===== src/rtl/core/rrts_pkg.sv =====
// ----------------------------------------------------------------------------
// rrts_pkg: shared types and constants of the round-robin task scheduler
// Task table size, operation, state and status codes, transfer payloads and
// the command and status groups between controller and datapath.
// ----------------------------------------------------------------------------
package rrts_pkg;

    localparam int MAX_TASKS = 16;
    localparam int IDX_W     = (MAX_TASKS > 1) ? $clog2(MAX_TASKS) : 1;
    localparam int COUNT_W   = $clog2(MAX_TASKS + 1);
    localparam int OP_W      = 3;
    localparam int SP_W      = 32;
    localparam int TASK_W    = 4;
    localparam int SLEEP_W   = 32;
    localparam int STATUS_W  = 2;

    typedef enum logic [OP_W-1:0] {
        OP_CREATE   = 3'd0,
        OP_SCHEDULE = 3'd1,
        OP_SLEEP    = 3'd2,
        OP_TICK     = 3'd3,
        OP_SET_IDLE = 3'd4
    } op_e_t;

    typedef enum logic [1:0] {
        ST_READY   = 2'd0,
        ST_RUNNING = 2'd1,
        ST_BLOCKED = 2'd2,
        ST_IDLE    = 2'd3
    } task_state_t;

    typedef enum logic [STATUS_W-1:0] {
        STATUS_OK       = 2'd0,
        STATUS_FULL     = 2'd1,
        STATUS_NO_TASKS = 2'd2,
        STATUS_RANGE    = 2'd3
    } status_t;

    typedef enum logic [1:0] {
        RES_ACCEPT = 2'd0,
        RES_SCHED  = 2'd1,
        RES_PLAIN  = 2'd2
    } res_sel_t;

    typedef enum logic [2:0] {
        CS_IDLE,
        CS_SCHED_CHECK,
        CS_SCAN,
        CS_PICK,
        CS_SCHED_OUT,
        CS_TICK
    } ctrl_state_t;

    typedef struct packed {
        logic [OP_W-1:0]    op;
        logic [SP_W-1:0]    stack_pointer;
        logic [TASK_W-1:0]  task_index;
        logic [SLEEP_W-1:0] sleep_count;
    } req_item_t;

    typedef struct packed {
        logic [SP_W-1:0]     stack_pointer_out;
        logic [TASK_W-1:0]   task_index_out;
        logic [STATUS_W-1:0] status;
    } rsp_item_t;

    typedef struct packed {
        logic     create;
        logic     sched_save;
        logic     sleep;
        logic     set_idle;
        logic     tick_start;
        logic     sched_start;
        logic     scan_step;
        logic     tick_step;
        logic     pick;
        res_sel_t res_sel;
    } dp_cmd_t;

    typedef struct packed {
        logic count_zero;
        logic count_full;
        logic index_bad;
        logic walk_busy;
    } dp_stat_t;

endpackage


===== src/rtl/core/round_robin_task_scheduler.sv =====
// ----------------------------------------------------------------------------
// round_robin_task_scheduler: hardware round-robin task scheduler
// Create, schedule, sleep, tick and set-idle over a ring of up to MAX_TASKS.
// Create, sleep, set idle, unknown ops and empty-table cases are answered from the idle state.
// Schedule: check, scan, pick and output states; the one-entry-a-cycle state scan stops at the first ready task.
// Tick: a sweep over every entry of the state/count memories.
// One request in flight; the next is taken once the result is registered.
// Reset clears task count, current task and sequencer; memories need no clear.
// ----------------------------------------------------------------------------
module round_robin_task_scheduler
    import rrts_pkg::*;
(
    input  logic      clk,
    input  logic      rst_n,
    input  logic      req_valid,
    output logic      req_stall,
    input  req_item_t req_item,
    output logic      rsp_valid,
    input  logic      rsp_stall,
    output rsp_item_t rsp_item
);

    dp_cmd_t   cmd;
    dp_stat_t  stat;
    rsp_item_t result;
    logic      rsp_load;
    logic      rsp_free;

    logic      rsp_valid_reg;
    rsp_item_t rsp_item_reg;

    // The response register is free when empty or being drained this cycle
    assign rsp_free = !rsp_valid_reg || !rsp_stall;

    rrts_ctrl u_ctrl
    (
        .clk       (clk),
        .rst_n     (rst_n),
        .req_valid (req_valid),
        .req_stall (req_stall),
        .req_op    (req_item.op),
        .rsp_free  (rsp_free),
        .stat      (stat),
        .cmd       (cmd),
        .rsp_load  (rsp_load)
    );

    rrts_datapath u_datapath
    (
        .clk    (clk),
        .rst_n  (rst_n),
        .req    (req_item),
        .cmd    (cmd),
        .stat   (stat),
        .result (result)
    );

    // Hold the result until its transfer completes
    always_ff @(posedge clk or negedge rst_n)
    begin
        if (!rst_n)
        begin
            rsp_valid_reg <= 1'b0;
        end
        else if (rsp_load)
        begin
            rsp_valid_reg <= 1'b1;
        end
        else if (!rsp_stall)
        begin
            rsp_valid_reg <= 1'b0;
        end
    end

    always_ff @(posedge clk)
    begin
        if (rsp_load)
        begin
            rsp_item_reg <= result;
        end
    end

    assign rsp_valid = rsp_valid_reg;
    assign rsp_item  = rsp_item_reg;

endmodule


===== src/rtl/core/rrts_ctrl.sv =====
// ----------------------------------------------------------------------------
// rrts_ctrl: operation sequencer
// Accepts one request at a time and steps the datapath through schedule
// scans and tick sweeps; loads the response register when a result is ready.
// ----------------------------------------------------------------------------
module rrts_ctrl
    import rrts_pkg::*;
(
    input  logic            clk,
    input  logic            rst_n,
    input  logic            req_valid,
    output logic            req_stall,
    input  logic [OP_W-1:0] req_op,
    input  logic            rsp_free,
    input  dp_stat_t        stat,
    output dp_cmd_t         cmd,
    output logic            rsp_load
);

    ctrl_state_t state_reg;
    ctrl_state_t state_next;

    always_ff @(posedge clk or negedge rst_n)
    begin
        if (!rst_n)
        begin
            state_reg <= CS_IDLE;
        end
        else
        begin
            state_reg <= state_next;
        end
    end

    always_comb
    begin
        state_next = state_reg;
        cmd        = '0;
        cmd.res_sel = RES_ACCEPT;
        rsp_load   = 1'b0;
        req_stall  = 1'b1;
        case (state_reg)
            CS_IDLE:
            begin
                req_stall = !rsp_free;
                if (req_valid && rsp_free)
                begin
                    case (req_op)
                        OP_CREATE:
                        begin
                            cmd.create = !stat.count_full;
                            rsp_load   = 1'b1;
                        end
                        OP_SCHEDULE:
                        begin
                            if (stat.count_zero)
                            begin
                                rsp_load = 1'b1;
                            end
                            else
                            begin
                                cmd.sched_save = 1'b1;
                                state_next     = CS_SCHED_CHECK;
                            end
                        end
                        OP_SLEEP:
                        begin
                            cmd.sleep = !stat.count_zero;
                            rsp_load  = 1'b1;
                        end
                        OP_TICK:
                        begin
                            if (stat.count_zero)
                            begin
                                rsp_load = 1'b1;
                            end
                            else
                            begin
                                cmd.tick_start = 1'b1;
                                state_next     = CS_TICK;
                            end
                        end
                        OP_SET_IDLE:
                        begin
                            cmd.set_idle = !stat.index_bad;
                            rsp_load     = 1'b1;
                        end
                        default:
                        begin
                            rsp_load = 1'b1;
                        end
                    endcase
                end
            end
            CS_SCHED_CHECK:
            begin
                cmd.sched_start = 1'b1;
                state_next      = CS_SCAN;
            end
            CS_SCAN:
            begin
                cmd.scan_step = 1'b1;
                if (!stat.walk_busy)
                begin
                    state_next = CS_PICK;
                end
            end
            CS_PICK:
            begin
                cmd.pick   = 1'b1;
                state_next = CS_SCHED_OUT;
            end
            CS_SCHED_OUT:
            begin
                cmd.res_sel = RES_SCHED;
                if (rsp_free)
                begin
                    rsp_load   = 1'b1;
                    state_next = CS_IDLE;
                end
            end
            CS_TICK:
            begin
                cmd.tick_step = 1'b1;
                cmd.res_sel   = RES_PLAIN;
                if (!stat.walk_busy && rsp_free)
                begin
                    rsp_load   = 1'b1;
                    state_next = CS_IDLE;
                end
            end
            default:
            begin
                state_next = CS_IDLE;
            end
        endcase
    end

endmodule


===== src/rtl/core/rrts_datapath.sv =====
// ----------------------------------------------------------------------------
// rrts_datapath: task table and scan logic
// Holds task count, current task and the state, sleep and stack pointer
// memories; walks the ring one entry a cycle for scans and tick sweeps.
// ----------------------------------------------------------------------------
module rrts_datapath
    import rrts_pkg::*;
(
    input  logic      clk,
    input  logic      rst_n,
    input  req_item_t req,
    input  dp_cmd_t   cmd,
    output dp_stat_t  stat,
    output rsp_item_t result
);

    // Table memories
    logic [1:0]         st_mem_reg  [MAX_TASKS];
    logic [SLEEP_W-1:0] cnt_mem_reg [MAX_TASKS];
    logic [SP_W-1:0]    sp_mem_reg  [MAX_TASKS];
    logic [1:0]         st_rdata_reg;
    logic [SLEEP_W-1:0] cnt_rdata_reg;
    logic [SP_W-1:0]    sp_rdata_reg;

    logic [COUNT_W-1:0] task_count_reg;
    logic [IDX_W-1:0]   current_task_reg;

    // Walk control
    logic [IDX_W-1:0]   iss_addr_reg;
    logic [COUNT_W-1:0] iss_left_reg;
    logic               pend_valid_reg;
    logic [IDX_W-1:0]   pend_addr_reg;
    logic               found_reg;
    logic [IDX_W-1:0]   found_addr_reg;
    logic               idle_seen_reg;
    logic [IDX_W-1:0]   idle_addr_reg;
    logic               cur_ready_reg;

    logic               issue;
    logic [IDX_W-1:0]   cnt_idx;
    logic [IDX_W-1:0]   req_idx;
    logic [IDX_W-1:0]   chosen;
    logic               tick_hit;

    logic               st_we;
    logic [IDX_W-1:0]   st_waddr;
    logic [1:0]         st_wdata;
    logic               st_re;
    logic [IDX_W-1:0]   st_raddr;
    logic               cnt_we;
    logic [IDX_W-1:0]   cnt_waddr;
    logic [SLEEP_W-1:0] cnt_wdata;
    logic               sp_we;
    logic [IDX_W-1:0]   sp_waddr;

    function automatic logic [IDX_W-1:0] ring_next(input logic [IDX_W-1:0] idx,
                                                   input logic [COUNT_W-1:0] count);
        logic [COUNT_W-1:0] n;
        n = COUNT_W'(idx) + COUNT_W'(1);
        return (n >= count) ? '0 : n[IDX_W-1:0];
    endfunction

    assign cnt_idx = task_count_reg[IDX_W-1:0];
    assign req_idx = IDX_W'(req.task_index);

    assign stat.count_zero = (task_count_reg == '0);
    assign stat.count_full = (task_count_reg >= COUNT_W'(MAX_TASKS));
    assign stat.index_bad  = (COUNT_W'(req.task_index) >= task_count_reg);
    assign stat.walk_busy  = ((iss_left_reg != '0) && !found_reg) || pend_valid_reg;

    assign issue = ((cmd.scan_step && !found_reg) || cmd.tick_step) && (iss_left_reg != '0);

    // Blocked task with a live count; ready it when the count runs out
    assign tick_hit = cmd.tick_step && pend_valid_reg && (st_rdata_reg == ST_BLOCKED)
                      && (cnt_rdata_reg != '0);

    always_comb
    begin
        if (found_reg)
        begin
            chosen = found_addr_reg;
        end
        else if (cur_ready_reg)
        begin
            chosen = current_task_reg;
        end
        else if (idle_seen_reg)
        begin
            chosen = idle_addr_reg;
        end
        else
        begin
            chosen = current_task_reg;
        end
    end

    always_comb
    begin
        st_we    = 1'b0;
        st_waddr = current_task_reg;
        st_wdata = ST_READY;
        if (cmd.create)
        begin
            st_we    = 1'b1;
            st_waddr = cnt_idx;
            st_wdata = ST_READY;
        end
        else if (cmd.sleep)
        begin
            st_we    = 1'b1;
            st_wdata = ST_BLOCKED;
        end
        else if (cmd.set_idle)
        begin
            st_we    = 1'b1;
            st_waddr = req_idx;
            st_wdata = ST_IDLE;
        end
        else if (cmd.sched_start)
        begin
            st_we    = (st_rdata_reg == ST_RUNNING);
            st_wdata = ST_READY;
        end
        else if (cmd.pick)
        begin
            st_we    = 1'b1;
            st_waddr = chosen;
            st_wdata = ST_RUNNING;
        end
        else if (tick_hit)
        begin
            st_we    = (cnt_rdata_reg == SLEEP_W'(1));
            st_waddr = pend_addr_reg;
            st_wdata = ST_READY;
        end
    end

    assign st_re    = cmd.sched_save || issue;
    assign st_raddr = cmd.sched_save ? current_task_reg : iss_addr_reg;

    always_comb
    begin
        cnt_we    = 1'b0;
        cnt_waddr = current_task_reg;
        cnt_wdata = '0;
        if (cmd.create)
        begin
            cnt_we    = 1'b1;
            cnt_waddr = cnt_idx;
        end
        else if (cmd.sleep)
        begin
            cnt_we    = 1'b1;
            cnt_wdata = req.sleep_count;
        end
        else if (tick_hit)
        begin
            cnt_we    = 1'b1;
            cnt_waddr = pend_addr_reg;
            cnt_wdata = cnt_rdata_reg - SLEEP_W'(1);
        end
    end

    assign sp_we    = cmd.create || cmd.sched_save;
    assign sp_waddr = cmd.create ? cnt_idx : current_task_reg;

    always_ff @(posedge clk)
    begin
        if (st_we)
        begin
            st_mem_reg[st_waddr] <= st_wdata;
        end
        if (st_re)
        begin
            st_rdata_reg <= st_mem_reg[st_raddr];
        end
    end

    always_ff @(posedge clk)
    begin
        if (cnt_we)
        begin
            cnt_mem_reg[cnt_waddr] <= cnt_wdata;
        end
        if (issue && cmd.tick_step)
        begin
            cnt_rdata_reg <= cnt_mem_reg[iss_addr_reg];
        end
    end

    always_ff @(posedge clk)
    begin
        if (sp_we)
        begin
            sp_mem_reg[sp_waddr] <= req.stack_pointer;
        end
        if (cmd.pick)
        begin
            sp_rdata_reg <= sp_mem_reg[chosen];
        end
    end

    always_ff @(posedge clk or negedge rst_n)
    begin
        if (!rst_n)
        begin
            task_count_reg   <= '0;
            current_task_reg <= '0;
            iss_addr_reg     <= '0;
            iss_left_reg     <= '0;
            pend_valid_reg   <= 1'b0;
            found_reg        <= 1'b0;
            idle_seen_reg    <= 1'b0;
            cur_ready_reg    <= 1'b0;
        end
        else
        begin
            pend_valid_reg <= issue;
            if (cmd.create)
            begin
                task_count_reg <= task_count_reg + COUNT_W'(1);
            end
            if (cmd.pick)
            begin
                current_task_reg <= chosen;
            end
            if (cmd.sched_start)
            begin
                iss_addr_reg  <= ring_next(current_task_reg, task_count_reg);
                iss_left_reg  <= task_count_reg - COUNT_W'(1);
                found_reg     <= 1'b0;
                idle_seen_reg <= 1'b0;
                cur_ready_reg <= (st_rdata_reg == ST_RUNNING) || (st_rdata_reg == ST_READY);
            end
            else if (cmd.tick_start)
            begin
                iss_addr_reg <= '0;
                iss_left_reg <= task_count_reg;
                found_reg    <= 1'b0;
            end
            else if (issue)
            begin
                iss_addr_reg <= ring_next(iss_addr_reg, task_count_reg);
                iss_left_reg <= iss_left_reg - COUNT_W'(1);
            end
            // Keep the first ready task; remember the last idle one seen
            if (cmd.scan_step && pend_valid_reg && !found_reg)
            begin
                if (st_rdata_reg == ST_READY)
                begin
                    found_reg <= 1'b1;
                end
                else if (st_rdata_reg == ST_IDLE)
                begin
                    idle_seen_reg <= 1'b1;
                end
            end
        end
    end

    always_ff @(posedge clk)
    begin
        if (issue)
        begin
            pend_addr_reg <= iss_addr_reg;
        end
        if (cmd.scan_step && pend_valid_reg && !found_reg)
        begin
            if (st_rdata_reg == ST_READY)
            begin
                found_addr_reg <= pend_addr_reg;
            end
            else if (st_rdata_reg == ST_IDLE)
            begin
                idle_addr_reg <= pend_addr_reg;
            end
        end
    end

    always_comb
    begin
        result.stack_pointer_out = '0;
        result.task_index_out    = TASK_W'(current_task_reg);
        result.status            = STATUS_OK;
        case (cmd.res_sel)
            RES_ACCEPT:
            begin
                case (req.op)
                    OP_CREATE:
                    begin
                        if (stat.count_full)
                        begin
                            result.status = STATUS_FULL;
                        end
                        else
                        begin
                            result.task_index_out = TASK_W'(task_count_reg);
                        end
                    end
                    OP_SCHEDULE:
                    begin
                        if (stat.count_zero)
                        begin
                            result.stack_pointer_out = req.stack_pointer;
                            result.status            = STATUS_NO_TASKS;
                        end
                    end
                    OP_SLEEP, OP_TICK:
                    begin
                        if (stat.count_zero)
                        begin
                            result.status = STATUS_NO_TASKS;
                        end
                    end
                    OP_SET_IDLE:
                    begin
                        if (stat.index_bad)
                        begin
                            result.status = STATUS_RANGE;
                        end
                    end
                    default:
                    begin
                        result.status = STATUS_OK;
                    end
                endcase
            end
            RES_SCHED:
            begin
                result.stack_pointer_out = sp_rdata_reg;
            end
            default:
            begin
                result.status = STATUS_OK;
            end
        endcase
    end

endmodule

===== config.mk =====
export PLATFORM = sky130hd
export DESIGN_NAME = round_robin_task_scheduler
export DESIGN_NICKNAME = d
export VERILOG_FILES = /design/src/rtl/core/rrts_pkg.sv /design/src/rtl/core/round_robin_task_scheduler.sv /design/src/rtl/core/rrts_ctrl.sv /design/src/rtl/core/rrts_datapath.sv
export SDC_FILE = /design/constraint.sdc
export NUM_CORES = 1
export LEC_CHECK = 0
export BUFFER_PORTS_ARGS = -buffer_cell sky130_fd_sc_hd__buf_4
export CAP_MARGIN = 10
export CORE_ASPECT_RATIO = 0.75
export CORE_UTILIZATION = 38
export DETAILED_ROUTE_END_ITERATION = 6
export GPL_ROUTABILITY_DRIVEN = 0
export PLACE_DENSITY = 0.62
export SLEW_MARGIN = 20
export SYNTH_ARGS = -nofsm -noshare
export SYNTH_HDL_FRONTEND = slang
export SYNTH_SLANG_ARGS = --single-unit

===== constraint.sdc =====
create_clock -name clk -period 4.5 [get_ports clk]
set_clock_uncertainty 0.15 [all_clocks]
set_input_delay 0.9 -clock clk [delete_from_list [all_inputs] [get_ports clk]]
set_output_delay 0.9 -clock clk [all_outputs]
set_load 0.03 [all_outputs]

==> flow_metrics.py <==
metrics = {
    "hold_path": {
        "min_to": "u_datapath.idle_seen_reg",
        "hp-class": "reg2reg",
        "min_from": "u_datapath.idle_seen_reg",
        "min_delay_path_depth": 1,
    },
    "clocking": {
        "cts.clk_slew.worst_paths_ps": 60,
        "ctsHtreeMaxLevel": 3,
        "cts_resized": 0,
        "root_buffer": "clkbuf_16",
        "cts.sinks": 1198,
        "clk_latency_ps": 730,
        "clockBufferDepth": 3,
        "cts_buffers": 113,
        "cts_tree": "done",
    },
    "detailed_routing": {
        "wl_per_cell_um": 25.64,
        "drc": 7,
        "routed_wl_mm": 109.8,
        "drtIter0Drc": 2698,
        "route.vias.total": 23760,
        "antenna_left": 0,
        "vias_per_cell": 5.547,
        "drt-pass1-iter-count": 7,
    },
    "die": {
        "die_h_um": 308.2,
        "pin_count": 115,
        "num_rows": 111,
        "die_w_um": 410.3,
        "design.die.area_mm2": 0.1265,
        "core_area_mm2": 0.1231,
        "start_util": 0.3861,
    },
    "timing": {
        "grt_setup_unrepaired": "false",
        "worstMarginPinSlew_ps": 1092,
        "fmax_mhz": 251.4,
        "fin_ws_ps": 521.7,
        "min_period_over_period": 0.8841,
        "setup_viol": 0,
        "relSlewSlack": 0.2687,
        "fin_crit_ps": 3978,
        "slew_viol_final": 0,
        "hold_viol": 0,
    },
    "finish": {
        "final_common_cell": "edfxtp_1",
        "areaGrowthSynthToFinish_pct": 16.15,
        "drive_above_1_share": 0.2802,
        "fin_cells": 4283,
        "mostFrequentLayoutCells": "edfxtp_1 (1172), mux4_2 (288), buf_4 (202), clkbuf_16 (114), nand2_1 (82)",
        "num_antenna_cells": 0,
        "final_core_utilization": 0.4485,
        "nets": 2646,
    },
    "logic_synthesis": {
        "synth_nets": 2414,
        "netlist_area_mm2": 0.04751,
        "ys_seq_area_frac": 0.7545,
        "synth_edf_count": 1172,
        "synth-seq-cells": 1198,
        "syn_area_per_cell_um2": 20.51,
        "async_reset_ff_frac": 0.02170,
        "synth_warnings": 0,
        "synthCells": 2316,
        "synth_cell_types": 74,
        "synth-main-ff-cell": "edfxtp_1",
    },
    "outcome": {
        "violations": "DRC",
        "status": "finished, violations left",
    },
    "placed_design": {
        "placedCellCount": 4069,
        "pre_cts_slack_ps": 408.2,
        "numPortBuffers": 114,
        "dpl.hpwl_mm": 66.95,
    },
    "critical_path": {
        "path_max_fanout": 32,
        "crit_buf_inv": 2,
        "r2r_slack_ps": 520,
        "cp-start-kind": "flop",
        "rr_startpoint": "u_datapath.cnt_rdata_reg[8]",
        "cp.arrival_ps": 4240,
        "worstPathCellList": "or4_1 > nor4_2 > buf_4 > and3_1 > a21oi_1 > o311a_1 > or2_1 > nor2_4 > buf_12",
        "reg2reg_depth": 9,
        "cp_top_family": "simple AND/OR/NAND/NOR gates",
        "crit_path_end_kind": "flop",
        "worstPathRequired_ps": 4760,
        "cp_slowest_cell": "or4_1",
        "r2r_end": "u_datapath.cnt_mem_reg[2][14]",
        "path_class": "reg2reg",
        "max_stage_delay_ps": 640,
    },
    "power": {
        "leakagePower_nw": 17.42,
        "ir_worst_vdd_mv": 0.3813,
        "p_per_area_mw_per_mm2": 578.1,
    },
    "global_routing": {
        "grt_overflow": 0,
        "grt_usage": 0.1737,
        "grt_pass1_vias": 24260,
        "grt_start_max_net_pins": 85,
        "grt_pass1_wl_mm": 162.3,
        "antenna_found_initial": 0,
    },
    "run": {
        "cap_viol_max_count": 0,
    },
}
per-stage QoR:
step | total power [W] | TNS [ps] | hold slack [ps] | area (um^2)
6_report | 0.03190 | 0 | 329.3 | 55180
5_1_grt | 0.03316 | 0 | 316.5 | 55180
4_1_cts | 0.03223 | 0 | 279.1 | 55160
3_5_place_dp | 0.02300 | 0 | 321.6 | 51570
3_3_place_gp | 0.02289 | 0 | 305.8 | 51570
2_1_floorplan | 0.02005 | -25240 | 273.1 | 47520
cells in the mapped netlist (12+ instances only):
master / instances / area [um^2]
nand3_1: 12 / 60.06
clkbuf_1: 71 / 266.5
o21ai_0: 48 / 240.2
nand2b_1: 17 / 106.4
nor2b_1: 42 / 262.8
nor4_1: 12 / 75.07
mux4_2: 288 / 6486
a21o_1: 12 / 90.09
dfrtp_1: 26 / 650.6
a211oi_1: 35 / 262.8
buf_2: 24 / 120.1
xnor2_1: 27 / 236.5
buf_1: 22 / 82.58
nor3_1: 18 / 90.09
a21oi_1: 45 / 225.2
ha_1: 23 / 287.8
a22o_1: 36 / 315.3
inv_1: 22 / 82.58
nor2_1: 78 / 292.8
mux2i_1: 60 / 600.6
edfxtp_1: 1172 / 35190
nand2_1: 82 / 307.8
worst max-delay path by stage:
stage / to / depth (start not counted) / from
finish: u_datapath.cnt_mem_reg[2][14] / 9 / u_datapath.cnt_rdata_reg[8]
global route: u_datapath.st_mem_reg[0][1] / 9 / u_datapath.task_count_reg[1]
global placement: u_datapath.st_mem_reg[7][0] / 11 / req_item[32]
floorplan: u_datapath.cnt_mem_reg[2][0] / 8 / rsp_stall
CTS: u_datapath.cnt_mem_reg[2][4] / 9 / u_datapath.cnt_rdata_reg[8]
detailed placement: u_datapath.st_mem_reg[0][1] / 11 / req_item[32]
layer usage:
metal  global-route usage  share of wire  up-vias  wire, um
li1                     -              -    10100         -
met1               0.2492           0.44    12680     48260
met2               0.2753           0.48      822     52470
met3              0.02984          0.062      146      6801
met4              0.04478          0.021        0      2292
met5                    0              0        -         0
kinds of logic after synthesis:
family | count (synthesis) | synth area share
AO/OA/AOI/OAI | 243 | 0.03566
XOR/XNOR | 37 | 0.006821
adder cells (fa/ha/maj) | 23 | 0.006057
buffers and inverters | 142 | 0.01201
flip-flops | 1198 | 0.7545
multiplexers | 357 | 0.1513
AND/OR/NAND/NOR | 316 | 0.03368
final cells by class:
type	count	area (um^2)
clock buffers	148	3010
well taps	1638	2049
repair buffers	236	2195
fillers	10410	67870
flip-flops and latches	1198	35850
clock inverters	64	568.0
multi-input cells	976	11420
inverters	23	86.33
power by group:
part / leakage [nW] / switching, W / internal (W)
clock network: 1.73 / 0.00415 / 0.00508
registers: 10.8 / 0.000533 / 0.0129
logic: 4.93 / 0.00488 / 0.00435
what timing repair did:
action                                 4_1_cts  5_1_grt
endpoints found under the hold margin       26        0
setup buffers                                0        0
hold buffers                                 1        0
Note: power is estimated with default switching activity, not from simulation.
